<file path="config.mk">
export PLATFORM = sky130hd
export DESIGN_NAME = motor_drive_reversal_ramp_flat
export DESIGN_NICKNAME = d
export VERILOG_FILES = /design/src/rtl/mdrr_pkg.sv /design/src/rtl/mdrr_chan_if.sv /design/src/rtl/motor_drive_reversal_ramp.sv /design/src/rtl/mdrr_ramp.sv /design/src/flat_wrapper.sv
export VERILOG_INCLUDE_DIRS = /design/src /design/src/rtl
export SDC_FILE = /design/constraint.sdc
export NUM_CORES = 2
export LEC_CHECK = 0
export BUFFER_PORTS_ARGS = -buffer_cell sky130_fd_sc_hd__buf_2
export CAP_MARGIN = 20
export CORE_MARGIN = 4
export CORE_UTILIZATION = 50
export DETAILED_ROUTE_END_ITERATION = 8
export GPL_ROUTABILITY_DRIVEN = 0
export PLACE_DENSITY = 0.66
export SYNTH_ARGS = -nofsm -noshare
export SYNTH_HDL_FRONTEND = slang
export SYNTH_SLANG_ARGS = --single-unit
</file>
<file path="constraint.sdc">
create_clock -name i_clk -period 53.8 [get_ports i_clk]
set_clock_uncertainty 0.1 [all_clocks]
set_input_delay 10.76 -clock i_clk [delete_from_list [all_inputs] [get_ports i_clk]]
set_output_delay 10.76 -clock i_clk [all_outputs]
set_load 0.005 [all_outputs]
</file>
<file path="src/rtl/motor_drive_reversal_ramp_defines.svh">
// ---------------------------------------------------------------------------
// Motor drive reversal ramp: assertion macros
// Shared concurrent assertion forms, clocked on i_clk, off during reset.
// ---------------------------------------------------------------------------
`ifndef MOTOR_DRIVE_REVERSAL_RAMP_DEFINES_SVH
`define MOTOR_DRIVE_REVERSAL_RAMP_DEFINES_SVH

// condition holds at every edge
`define MDRR_ASSERT_HOLDS(label, cond, msg) \
    label: assert property (@(posedge i_clk) disable iff (!i_rst_n) (cond)) \
        else $error(msg);

// consequent holds in the same cycle as the antecedent
`define MDRR_ASSERT_IMPLIES(label, ante, cons, msg) \
    label: assert property (@(posedge i_clk) disable iff (!i_rst_n) \
        (ante) |-> (cons)) else $error(msg);

// consequent holds in the cycle after the antecedent
`define MDRR_ASSERT_NEXT(label, ante, cons, msg) \
    label: assert property (@(posedge i_clk) disable iff (!i_rst_n) \
        (ante) |=> (cons)) else $error(msg);

`endif

</file>
<file path="src/rtl/mdrr_pkg.sv">
// ---------------------------------------------------------------------------
// Motor drive reversal ramp: package
// Field widths, register codes, driver kinds and channel payload types.
// ---------------------------------------------------------------------------
`default_nettype none

package mdrr_pkg;

    // field widths
    localparam int SPEED_W    = 11;
    localparam int TIME_W     = 32;
    localparam int RATE_W     = 16;
    localparam int PULSE_W    = 12;
    localparam int DUTY_W     = 10;
    localparam int CFG_IDX_W  = 2;
    localparam int CFG_DATA_W = 16;

    // ramp arithmetic: d * rate, scaled value, rounded value
    localparam int PROD_W = TIME_W + RATE_W;
    localparam int SUM_W  = PROD_W + 2;
    localparam int REACH_W = SUM_W - 7;

    // ESC neutral pulse in microseconds
    localparam logic [PULSE_W-1:0] ESC_IDLE_US = 12'd1500;

    // register reset values
    localparam logic [RATE_W-1:0]  RAMP_RATE_RST  = 16'd256;
    localparam logic [PULSE_W-1:0] STOP_PULSE_RST = 12'd500;

    // configuration register indexes
    localparam logic [CFG_IDX_W-1:0] CFG_DRIVER_KIND    = 2'd0;
    localparam logic [CFG_IDX_W-1:0] CFG_RAMP_RATE_UP   = 2'd1;
    localparam logic [CFG_IDX_W-1:0] CFG_RAMP_RATE_DOWN = 2'd2;
    localparam logic [CFG_IDX_W-1:0] CFG_STOP_PULSE     = 2'd3;

    typedef enum logic [1:0] {
        KIND_HBRIDGE     = 2'd0,
        KIND_HALF_BRIDGE = 2'd1,
        KIND_ESC         = 2'd2
    } t_driver_kind;

    // input item
    typedef struct packed {
        logic signed [SPEED_W-1:0] speed_request;
        logic [TIME_W-1:0]         now_ms;
    } t_cmd;

    // result item
    typedef struct packed {
        logic               spin_accepted;
        logic               dir_a_level;
        logic               dir_b_level;
        logic [DUTY_W-1:0]  bridge_duty;
        logic [DUTY_W-1:0]  half_a_duty;
        logic [DUTY_W-1:0]  half_b_duty;
        logic [PULSE_W-1:0] esc_pulse_us;
        logic               esc_written;
    } t_result;

    // configuration write
    typedef struct packed {
        logic [CFG_IDX_W-1:0]  index;
        logic [CFG_DATA_W-1:0] value;
    } t_cfg_wr;

    // ramp evaluator operands
    typedef struct packed {
        logic signed [SPEED_W-1:0] last_applied;
        logic signed [SPEED_W-1:0] ramp_target;
        logic signed [SPEED_W-1:0] request;
        logic [TIME_W-1:0]         start_time;
        logic [TIME_W-1:0]         now_ms;
        logic [RATE_W-1:0]         rate_up;
        logic [RATE_W-1:0]         rate_down;
    } t_ramp_in;

    // ramp evaluator status
    typedef struct packed {
        logic                      reaches;
        logic                      crosses;
        logic signed [SPEED_W-1:0] value;
    } t_ramp_eval;

endpackage

`default_nettype wire

</file>
<file path="src/rtl/mdrr_chan_if.sv">
// ---------------------------------------------------------------------------
// Motor drive reversal ramp: valid/ready channel
// One item moves at an edge where valid and ready are both high.
// ---------------------------------------------------------------------------
`default_nettype none

interface mdrr_chan_if #(
    parameter type t_data = logic
);
    logic  valid;
    logic  ready;
    t_data data;

    modport source (output valid, output data, input ready);
    modport sink (input valid, input data, output ready);
endinterface

`default_nettype wire

</file>
<file path="src/rtl/motor_drive_reversal_ramp.sv">
// Each item is held in the input register, then in the result register.
// Throughput: one item per cycle unless the result side stalls; the state loop
// runs through the 32x16 ramp multiply, the add and rounding, and the compare
// to the request. Reset (synchronous, active low): both stages empty,
// registers at their reset values, ramp disarmed, ESC pulse 1500 us.
// ---------------------------------------------------------------------------
// Motor drive reversal ramp: top level
// Maps speed commands to H-bridge, dual half-bridge or ESC outputs, holding
// ESC reversals and stops back until the slew ramp allows them.
// ---------------------------------------------------------------------------
`default_nettype none

`include "motor_drive_reversal_ramp_defines.svh"

module motor_drive_reversal_ramp #(
    parameter int SPEED_MAX = 1023
) (
    input  wire logic  i_clk,
    input  wire logic  i_rst_n,
    mdrr_chan_if.sink   i_cmd,
    mdrr_chan_if.source o_res,
    mdrr_chan_if.sink   i_cfg
);

    localparam int SW = mdrr_pkg::SPEED_W;
    localparam int DW = mdrr_pkg::DUTY_W;
    localparam int PUW = mdrr_pkg::PULSE_W;
    localparam logic signed [SW-1:0] SPEED_HI = SW'(SPEED_MAX);

    // configuration registers
    mdrr_pkg::t_driver_kind           r_driver_kind;
    logic [mdrr_pkg::RATE_W-1:0]      r_rate_up;
    logic [mdrr_pkg::RATE_W-1:0]      r_rate_down;
    logic [PUW-1:0]                   r_stop_pulse;

    // pipeline registers
    logic                  r_cmd_valid;
    mdrr_pkg::t_cmd        r_cmd;
    logic                  r_res_valid;
    mdrr_pkg::t_result     r_res;

    // block state
    logic signed [SW-1:0]         r_last_applied, n_last_applied;
    logic signed [SW-1:0]         r_ramp_target, n_ramp_target;
    logic [mdrr_pkg::TIME_W-1:0]  r_ramp_start, n_ramp_start;
    logic                         r_ramp_armed, n_ramp_armed;
    logic                         r_dir_a, n_dir_a;
    logic                         r_dir_b, n_dir_b;
    logic [PUW-1:0]               r_esc_pulse, n_esc_pulse;

    logic                  w_adv;
    logic signed [SW-1:0]  w_req;
    logic [SW-1:0]         w_req_mag;
    mdrr_pkg::t_ramp_in    w_ramp_in;
    mdrr_pkg::t_ramp_eval  w_eval;
    mdrr_pkg::t_result     w_res;

    // handshakes
    assign w_adv       = r_cmd_valid && (!r_res_valid || o_res.ready);
    assign i_cmd.ready = !r_cmd_valid || w_adv;
    assign i_cfg.ready = 1'b1;
    assign o_res.valid = r_res_valid;
    assign o_res.data  = r_res;

    // configuration writes
    always_ff @(posedge i_clk) begin
        if (!i_rst_n) begin
            r_driver_kind <= mdrr_pkg::KIND_HBRIDGE;
            r_rate_up     <= mdrr_pkg::RAMP_RATE_RST;
            r_rate_down   <= mdrr_pkg::RAMP_RATE_RST;
            r_stop_pulse  <= mdrr_pkg::STOP_PULSE_RST;
        end else if (i_cfg.valid) begin
            unique case (i_cfg.data.index)
                mdrr_pkg::CFG_DRIVER_KIND:
                    r_driver_kind <= mdrr_pkg::t_driver_kind'(i_cfg.data.value[1:0]);
                mdrr_pkg::CFG_RAMP_RATE_UP:   r_rate_up   <= i_cfg.data.value;
                mdrr_pkg::CFG_RAMP_RATE_DOWN: r_rate_down <= i_cfg.data.value;
                mdrr_pkg::CFG_STOP_PULSE:     r_stop_pulse <= i_cfg.data.value[PUW-1:0];
                default: ;
            endcase
        end
    end

    // input register
    always_ff @(posedge i_clk) begin
        if (!i_rst_n) begin
            r_cmd_valid <= 1'b0;
        end else if (i_cmd.ready) begin
            r_cmd_valid <= i_cmd.valid;
        end
    end

    always_ff @(posedge i_clk) begin
        if (i_cmd.valid && i_cmd.ready) begin
            r_cmd <= i_cmd.data;
        end
    end

    // request clamped to the speed range
    always_comb begin
        if (r_cmd.speed_request > SPEED_HI) begin
            w_req = SPEED_HI;
        end else if (r_cmd.speed_request < -SPEED_HI) begin
            w_req = -SPEED_HI;
        end else begin
            w_req = r_cmd.speed_request;
        end
    end
    assign w_req_mag = w_req[SW-1] ? SW'(-w_req) : SW'(w_req);

    // ramp evaluation against the current state
    assign w_ramp_in.last_applied = r_last_applied;
    assign w_ramp_in.ramp_target  = r_ramp_target;
    assign w_ramp_in.request      = w_req;
    assign w_ramp_in.start_time   = r_ramp_start;
    assign w_ramp_in.now_ms       = r_cmd.now_ms;
    assign w_ramp_in.rate_up      = r_rate_up;
    assign w_ramp_in.rate_down    = r_rate_down;

    mdrr_ramp #(
        .SPEED_MAX (SPEED_MAX)
    ) u_ramp (
        .i_ramp (w_ramp_in),
        .o_eval (w_eval)
    );

    // one command: next state and result
    always_comb begin
        n_last_applied = r_last_applied;
        n_ramp_target  = r_ramp_target;
        n_ramp_start   = r_ramp_start;
        n_ramp_armed   = r_ramp_armed;
        n_dir_a        = r_dir_a;
        n_dir_b        = r_dir_b;
        n_esc_pulse    = r_esc_pulse;
        w_res          = '0;
        w_res.spin_accepted = 1'b1;

        case (r_driver_kind)
            mdrr_pkg::KIND_HBRIDGE: begin
                if (w_req > 0) begin
                    n_dir_a = 1'b1;
                    n_dir_b = 1'b0;
                end else if (w_req < 0) begin
                    n_dir_a = 1'b0;
                    n_dir_b = 1'b1;
                end
                w_res.bridge_duty = w_req_mag[DW-1:0];
                n_last_applied = w_req;
                n_ramp_target  = '0;
                n_ramp_start   = '0;
                n_ramp_armed   = 1'b0;
            end
            mdrr_pkg::KIND_HALF_BRIDGE: begin
                if (w_req > 0) begin
                    w_res.half_b_duty = w_req_mag[DW-1:0];
                end else if (w_req < 0) begin
                    w_res.half_a_duty = w_req_mag[DW-1:0];
                end
                n_last_applied = w_req;
                n_ramp_target  = '0;
                n_ramp_start   = '0;
                n_ramp_armed   = 1'b0;
            end
            mdrr_pkg::KIND_ESC: begin
                if (w_req == 0 && r_last_applied != 0) begin
                    // stop while moving: stop pulse, wait for the ramp
                    n_esc_pulse = r_stop_pulse;
                    w_res.esc_written   = 1'b1;
                    w_res.spin_accepted = 1'b0;
                    if (!r_ramp_armed) begin
                        n_ramp_target = '0;
                        n_ramp_start  = r_cmd.now_ms;
                        n_ramp_armed  = 1'b1;
                    end else if (w_eval.crosses) begin
                        w_res.spin_accepted = 1'b1;
                        n_last_applied = '0;
                        n_ramp_target  = '0;
                        n_ramp_start   = '0;
                        n_ramp_armed   = 1'b0;
                    end
                end else if (w_req == 0) begin
                    // stop while stopped
                    n_esc_pulse = r_stop_pulse;
                    w_res.esc_written = 1'b1;
                    n_last_applied = '0;
                    n_ramp_target  = '0;
                    n_ramp_start   = '0;
                    n_ramp_armed   = 1'b0;
                end else if ((w_req > 0 && r_last_applied >= 0)
                          || (w_req < 0 && r_last_applied <= 0)) begin
                    // same sign or start from rest
                    n_esc_pulse = mdrr_pkg::ESC_IDLE_US + PUW'(w_req);
                    w_res.esc_written = 1'b1;
                    n_last_applied = w_req;
                    n_ramp_target  = '0;
                    n_ramp_start   = '0;
                    n_ramp_armed   = 1'b0;
                end else if (!r_ramp_armed || r_ramp_target == 0) begin
                    // reversal: idle pulse and arm toward the request
                    n_esc_pulse = mdrr_pkg::ESC_IDLE_US;
                    w_res.esc_written   = 1'b1;
                    w_res.spin_accepted = 1'b0;
                    n_ramp_target = w_req;
                    n_ramp_start  = r_cmd.now_ms;
                    n_ramp_armed  = 1'b1;
                end else if (w_eval.reaches) begin
                    n_esc_pulse = mdrr_pkg::ESC_IDLE_US + PUW'(w_req);
                    w_res.esc_written = 1'b1;
                    n_last_applied = w_req;
                    n_ramp_target  = '0;
                    n_ramp_start   = '0;
                    n_ramp_armed   = 1'b0;
                end else if (w_eval.crosses) begin
                    // past zero: apply what the ramp allows so far
                    n_esc_pulse = mdrr_pkg::ESC_IDLE_US + PUW'(w_eval.value);
                    w_res.esc_written = 1'b1;
                    n_last_applied = w_eval.value;
                    n_ramp_target  = '0;
                    n_ramp_start   = '0;
                    n_ramp_armed   = 1'b0;
                end else begin
                    w_res.spin_accepted = 1'b0;
                end
            end
            default: ;
        endcase

        w_res.dir_a_level  = n_dir_a;
        w_res.dir_b_level  = n_dir_b;
        w_res.esc_pulse_us = n_esc_pulse;
    end

    // state update per processed item
    always_ff @(posedge i_clk) begin
        if (!i_rst_n) begin
            r_last_applied <= '0;
            r_ramp_target  <= '0;
            r_ramp_start   <= '0;
            r_ramp_armed   <= 1'b0;
            r_dir_a        <= 1'b0;
            r_dir_b        <= 1'b0;
            r_esc_pulse    <= mdrr_pkg::ESC_IDLE_US;
        end else if (w_adv) begin
            r_last_applied <= n_last_applied;
            r_ramp_target  <= n_ramp_target;
            r_ramp_start   <= n_ramp_start;
            r_ramp_armed   <= n_ramp_armed;
            r_dir_a        <= n_dir_a;
            r_dir_b        <= n_dir_b;
            r_esc_pulse    <= n_esc_pulse;
        end
    end

    // result register
    always_ff @(posedge i_clk) begin
        if (!i_rst_n) begin
            r_res_valid <= 1'b0;
        end else if (w_adv) begin
            r_res_valid <= 1'b1;
        end else if (o_res.ready) begin
            r_res_valid <= 1'b0;
        end
    end

    always_ff @(posedge i_clk) begin
        if (w_adv) begin
            r_res <= w_res;
        end
    end

    // checks
    `MDRR_ASSERT_IMPLIES(a_armed_moving, r_ramp_armed, r_last_applied != 0,
        "ramp armed while last applied speed is zero")
    `MDRR_ASSERT_IMPLIES(a_target_opposes, r_ramp_armed && r_ramp_target != 0,
        r_ramp_target[SW-1] != r_last_applied[SW-1],
        "armed ramp target has the sign of the last applied speed")
    `MDRR_ASSERT_NEXT(a_refusal_arms, w_adv && !w_res.spin_accepted, r_ramp_armed,
        "refused item left the ramp disarmed")
    `MDRR_ASSERT_HOLDS(a_dir_exclusive, !(r_dir_a && r_dir_b),
        "both direction levels high")
    `MDRR_ASSERT_IMPLIES(a_half_exclusive, r_res_valid,
        r_res.half_a_duty == 0 || r_res.half_b_duty == 0,
        "both half-bridge duties nonzero")

endmodule

`default_nettype wire

</file>
<file path="src/rtl/mdrr_ramp.sv">
// ---------------------------------------------------------------------------
// Motor drive reversal ramp: ramp evaluator
// Value reachable since the ramp start, rounded half away from zero, and
// its relation to the request and to zero.
// ---------------------------------------------------------------------------
`default_nettype none

module mdrr_ramp #(
    parameter int SPEED_MAX = 1023
) (
    input  var mdrr_pkg::t_ramp_in   i_ramp,
    output var mdrr_pkg::t_ramp_eval o_eval
);

    localparam int SW = mdrr_pkg::SPEED_W;
    localparam int PW = mdrr_pkg::PROD_W;
    localparam int UW = mdrr_pkg::SUM_W;
    localparam int RW = mdrr_pkg::REACH_W;

    localparam logic signed [RW-1:0] REACH_HI = RW'(SPEED_MAX);
    localparam logic signed [RW-1:0] REACH_LO = -REACH_HI;
    localparam logic signed [SW-1:0] SPEED_HI = SW'(SPEED_MAX);

    logic                      w_up;
    logic [mdrr_pkg::TIME_W-1:0] w_elapsed;
    logic [mdrr_pkg::RATE_W-1:0] w_rate;
    logic [PW-1:0]             w_prod;
    logic signed [UW-1:0]      w_base;
    logic signed [UW-1:0]      w_sum;
    logic [UW-1:0]             w_mag;
    logic [UW-1:0]             w_mag_rnd;
    logic signed [RW-1:0]      w_reach;
    logic signed [RW-1:0]      w_req_ext;
    logic signed [SW-1:0]      w_clamped;

    // direction of the ramp and elapsed time, mod 2^32
    assign w_up      = i_ramp.ramp_target > i_ramp.last_applied;
    assign w_elapsed = i_ramp.now_ms - i_ramp.start_time;
    assign w_rate    = w_up ? i_ramp.rate_up : i_ramp.rate_down;

    // 32x16 product in Q40.8 (rate in Q8.8), added to or subtracted from the scaled last value
    assign w_prod = PW'(w_elapsed) * PW'(w_rate);
    assign w_base = {{(UW-SW-8){i_ramp.last_applied[SW-1]}}, i_ramp.last_applied, 8'd0};
    assign w_sum  = w_up ? (w_base + signed'({2'b00, w_prod}))
                         : (w_base - signed'({2'b00, w_prod}));

    // round half away from zero
    assign w_mag     = w_sum[UW-1] ? UW'(-w_sum) : UW'(w_sum);
    assign w_mag_rnd = w_mag + UW'(128);
    assign w_reach   = w_sum[UW-1] ? -signed'({1'b0, w_mag_rnd[UW-1:8]})
                                   : signed'({1'b0, w_mag_rnd[UW-1:8]});

    assign w_req_ext = RW'(i_ramp.request);

    // clamp to the speed range
    always_comb begin
        if (w_reach > REACH_HI) begin
            w_clamped = SPEED_HI;
        end else if (w_reach < REACH_LO) begin
            w_clamped = -SPEED_HI;
        end else begin
            w_clamped = w_reach[SW-1:0];
        end
    end

    assign o_eval.reaches = w_up ? (w_reach >= w_req_ext) : (w_reach <= w_req_ext);
    assign o_eval.crosses = ((w_reach > 0) && (i_ramp.last_applied < 0))
                         || ((w_reach < 0) && (i_ramp.last_applied > 0));
    assign o_eval.value   = w_clamped;

endmodule

`default_nettype wire

</file>
<file path="src/flat_wrapper.sv">
// flat-port wrapper written by rule: the top's interface ports become plain ports
module motor_drive_reversal_ramp_flat 
#(
    parameter int SPEED_MAX = 1023
)
  (i_clk, i_rst_n, i_cmd_valid, i_cmd_data, i_cmd_ready, o_res_valid, o_res_data, o_res_ready, i_cfg_valid, i_cfg_data, i_cfg_ready);
  mdrr_chan_if #(.t_data(mdrr_pkg::t_cmd)) i_cmd_i ();
  mdrr_chan_if #(.t_data(mdrr_pkg::t_result)) o_res_i ();
  mdrr_chan_if #(.t_data(mdrr_pkg::t_cfg_wr)) i_cfg_i ();
  input  wire logic i_clk;
  input  wire logic i_rst_n;
  input wire logic [$bits(i_cmd_i.valid)-1:0] i_cmd_valid;
  input wire logic [$bits(i_cmd_i.data)-1:0] i_cmd_data;
  output wire logic [$bits(i_cmd_i.ready)-1:0] i_cmd_ready;
  output wire logic [$bits(o_res_i.valid)-1:0] o_res_valid;
  output wire logic [$bits(o_res_i.data)-1:0] o_res_data;
  input wire logic [$bits(o_res_i.ready)-1:0] o_res_ready;
  input wire logic [$bits(i_cfg_i.valid)-1:0] i_cfg_valid;
  input wire logic [$bits(i_cfg_i.data)-1:0] i_cfg_data;
  output wire logic [$bits(i_cfg_i.ready)-1:0] i_cfg_ready;
  assign i_cmd_i.valid = i_cmd_valid;
  assign i_cmd_i.data = i_cmd_data;
  assign i_cmd_ready = i_cmd_i.ready;
  assign o_res_valid = o_res_i.valid;
  assign o_res_data = o_res_i.data;
  assign o_res_i.ready = o_res_ready;
  assign i_cfg_i.valid = i_cfg_valid;
  assign i_cfg_i.data = i_cfg_data;
  assign i_cfg_ready = i_cfg_i.ready;
  motor_drive_reversal_ramp #(.SPEED_MAX(SPEED_MAX)) u_core (.i_clk(i_clk), .i_rst_n(i_rst_n), .i_cmd(i_cmd_i), .o_res(o_res_i), .i_cfg(i_cfg_i));
endmodule
</file>
==> results.json <==
{
  "row_count": 101,
  "grt_pass1_vias": 34100,
  "fin_crit_ps": 24440,
  "postSynthCellCount": 4865,
  "synth_top_area_share": 0.220,
  "synth_edf_count": 89,
  "grt_start_max_net_pins": 71,
  "max_freq_mhz": 40.9,
  "min_path_type": "register to register",
  "worst_pin_slew_ps": 1170,
  "min_path_cells": 2,
  "path_max_fanout": 47,
  "cts_sinks": 206,
  "worstPathRequired_ps": 54160,
  "drc_errors": 0,
  "synth_warnings": 0,
  "avgSynthCellArea_um2": 7.85,
  "dieWidth_um": 284,
  "dp_hpwl_mm": 91.5,
  "dr.pass1.iters": 8,
  "setup.worst_path.end": "u_core.r_ramp_start[24]",
  "grt_overflow": 0,
  "r2r_slack_ps": 29360,
  "criticalPathCategory": "register to register",
  "track_usage": 0.280,
  "grt_pass1_wl_mm": 187,
  "post_cts_buffers": 0,
  "nets": 5639,
  "die_h_um": 284,
  "ys_seq_elements": 206,
  "postRouteAntennaNets": 0,
  "tns_ps": 0,
  "slew_headroom": 0.196,
  "die_area_um2": 80900,
  "cts_made_buffers": 20,
  "finalCritPeriodShare": 0.454,
  "vias": 35300,
  "core_um2": 75800,
  "antenna_found_initial": 2,
  "path_clk_slew_ps": 70,
  "cts_resized": 0,
  "syn-num-nets": 5644,
  "drv_cap": 0,
  "setup-violations-final": 0,
  "worst_r2r_path_depth": 85,
  "synthDistinctLibCells": 106,
  "wl_mm": 116,
  "r2r_start": "u_core.r_cmd[0]",
  "hold_viol_final": 0,
  "path_common_cell": "o21ai_0",
  "clockBufferDepth": 3,
  "cts_root_buf": "clkbuf_16",
  "synth_top_cell_by_area": "fa_1",
  "cts.htree.levels": 1,
  "cpMaxStageDelayCell": "a2111oi_0",
  "synth.yosys.seq_area_share": 0.131,
  "via_per_inst": 6.04,
  "syn_to_final_growth_pct": 5.99,
  "holdBufCountCts": 0,
  "clock_latency_ps": 550,
  "end_kind": "register",
  "outcome": "complete, no violations",
  "cp.arrival_ps": 24800,
  "drive_above_1_share": 0.0687,
  "drv_slew": 0,
  "ys.flop_type": "dfxtp_1",
  "ios": 115,
  "drtIter0Drc": 3039,
  "wl_per_cell_um": 19.8,
  "synthesis.area_um2": 38200,
  "rsz0062_at_grt": "no",
  "start_util": 0.504,
  "r2r_end": "u_core.r_ramp_start[24]",
  "start_kind": "register",
  "crit_path_start": "u_core.r_cmd[0]",
  "port_buffers": 113,
  "synthTopCellsByArea": "fa_1, ha_1, edfxtp_1, nand2_1, inv_1",
  "synthArstFlopShare": 0,
  "tritoncts": "done",
  "max_stage_delay_ps": 960
}
[cells in the mapped netlist (13+ instances only)]
cell	count
a2111oi_0	13
a211o_1	15
a211oi_1	48
a21boi_0	26
a21o_1	42
a21oi_1	241
a311oi_1	17
a31oi_1	53
a32o_1	33
a41oi_1	14
and2_1	81
and3_1	33
and4_1	13
buf_1	22
buf_2	18
clkbuf_1	180
dfxtp_1	117
edfxtp_1	89
fa_1	420
ha_1	293
inv_1	671
mux2i_1	38
nand2_1	676
nand2b_1	42
nand3_1	106
nand4_1	49
nor2_1	419
nor2b_1	36
nor3_1	131
nor4_1	59
o211ai_1	34
o21a_1	34
o21ai_0	161
o21bai_1	20
o22ai_1	16
o31ai_1	35
o41ai_1	16
or2_2	37
or3_1	28
or4_1	25
xnor2_1	162
xor2_1	59
[registers in the layout, indices dropped and copies added (netlist names)]
name,cells
u_core.o_res.data,46
u_core.r_cmd,43
u_core.r_ramp_start,32
u_core.r_rate_down,16
u_core.r_rate_up,16
u_core.r_esc_pulse,12
u_core.r_stop_pulse,12
u_core.r_last_applied,11
u_core.r_ramp_target,11
u_core.r_driver_kind,2
u_core.o_res.valid,1
u_core.r_cmd_valid,1
u_core.r_dir_a,1
u_core.r_dir_b,1
u_core.r_ramp_armed,1
[cell type report]
type | instances | area, um^2
Inverter | 675 | 2530
Clock inverter | 13 | 148
Antenna cell | 3 | 7.51
Clock buffer | 23 | 522
Timing Repair Buffer | 194 | 1190
Tap cell | 978 | 1220
Fill cell | 7263 | 35300
Multi-Input combinational cell | 3763 | 29800
Sequential cell | 206 | 5020
[layout by cell type (no fill, tap or decap), types with 48 or more instances in the layout]
cell,Yosys,layout
nor4_1,59,59
dfxtp_1,117,116
nor3_1,131,131
buf_2,18,113
o21ai_0,161,161
edfxtp_1,89,89
and2_1,81,80
xnor2_1,162,162
nand2_1,676,676
xor2_1,59,59
buf_4,1,78
nand4_1,49,49
fa_1,420,420
nor2_1,419,419
inv_1,671,670
a31oi_1,53,53
ha_1,293,292
a21oi_1,241,240
a211oi_1,48,48
nand3_1,106,106
[kinds of logic (layout without fill, tap and decap cells)]
family / Yosys count / after routing / share of synthesized area
and+or+nand+nor: 1800 / 1800 / 0.223
AOI/OAI and AO/OA: 981 / 981 / 0.177
buffers and inverters: 896 / 905 / 0.0888
adders and majority gates: 713 / 713 / 0.316
xor gates and xnor gates: 222 / 222 / 0.0511
DFF: 206 / 206 / 0.131
muxes: 46 / 46 / 0.0123
other: 1 / 4 / 0.0000982
[worst max-delay path, delay by kind of cell, from the launching register on]
family / cells / cell delay (ps)
adders and majority gates: 12 / 5160
buffers and inverters: 8 / 1090
DFF: 1 / 350
AOI/OAI and AO/OA: 42 / 11590
xor gates and xnor gates: 4 / 1180
and+or+nand+nor: 19 / 4880
[per-layer routing]
metal	vias up	global-route usage	wire [um]
met3	266	0.0429	9630
met5	-	0	20
li1	16500	-	-
met2	1487	0.453	52500
met1	17100	0.394	50300
met4	2	0.0752	3820
[stage by stage]
| step | util | instances | hold slack, ps | setup slack, ps | area [um^2] |
|---|---|---|---|---|---|
| after floorplan | - | 4865 | 332 | 30100 | 38200 |
| after global routing | 0.534 | 5853 | 385 | 27390 | 40500 |
| final | 0.534 | 5855 | 357 | 29360 | 40500 |
| after CTS | 0.533 | 5849 | 358 | 29890 | 40400 |
| after detailed placement | 0.524 | 5813 | 349 | 29990 | 39800 |
| after global placement | 0.524 | 5811 | 344 | 30720 | 39700 |
[worst min path at each step]
stage                                start                     end  slack (ps)
floorplan           u_core.r_stop_pulse[8]  u_core.r_stop_pulse[8]         330
detailed placement          u_core.r_dir_a          u_core.r_dir_a         350
global route         u_core.r_rate_down[7]   u_core.r_rate_down[7]         390
CTS                         u_core.r_dir_a          u_core.r_dir_a         360
global placement            u_core.r_dir_a          u_core.r_dir_a         340
finish                      u_core.r_dir_a          u_core.r_dir_a         360
Power is not shown: default switching activity piles up to over one toggle a cycle in this logic, so the estimate is an artifact.
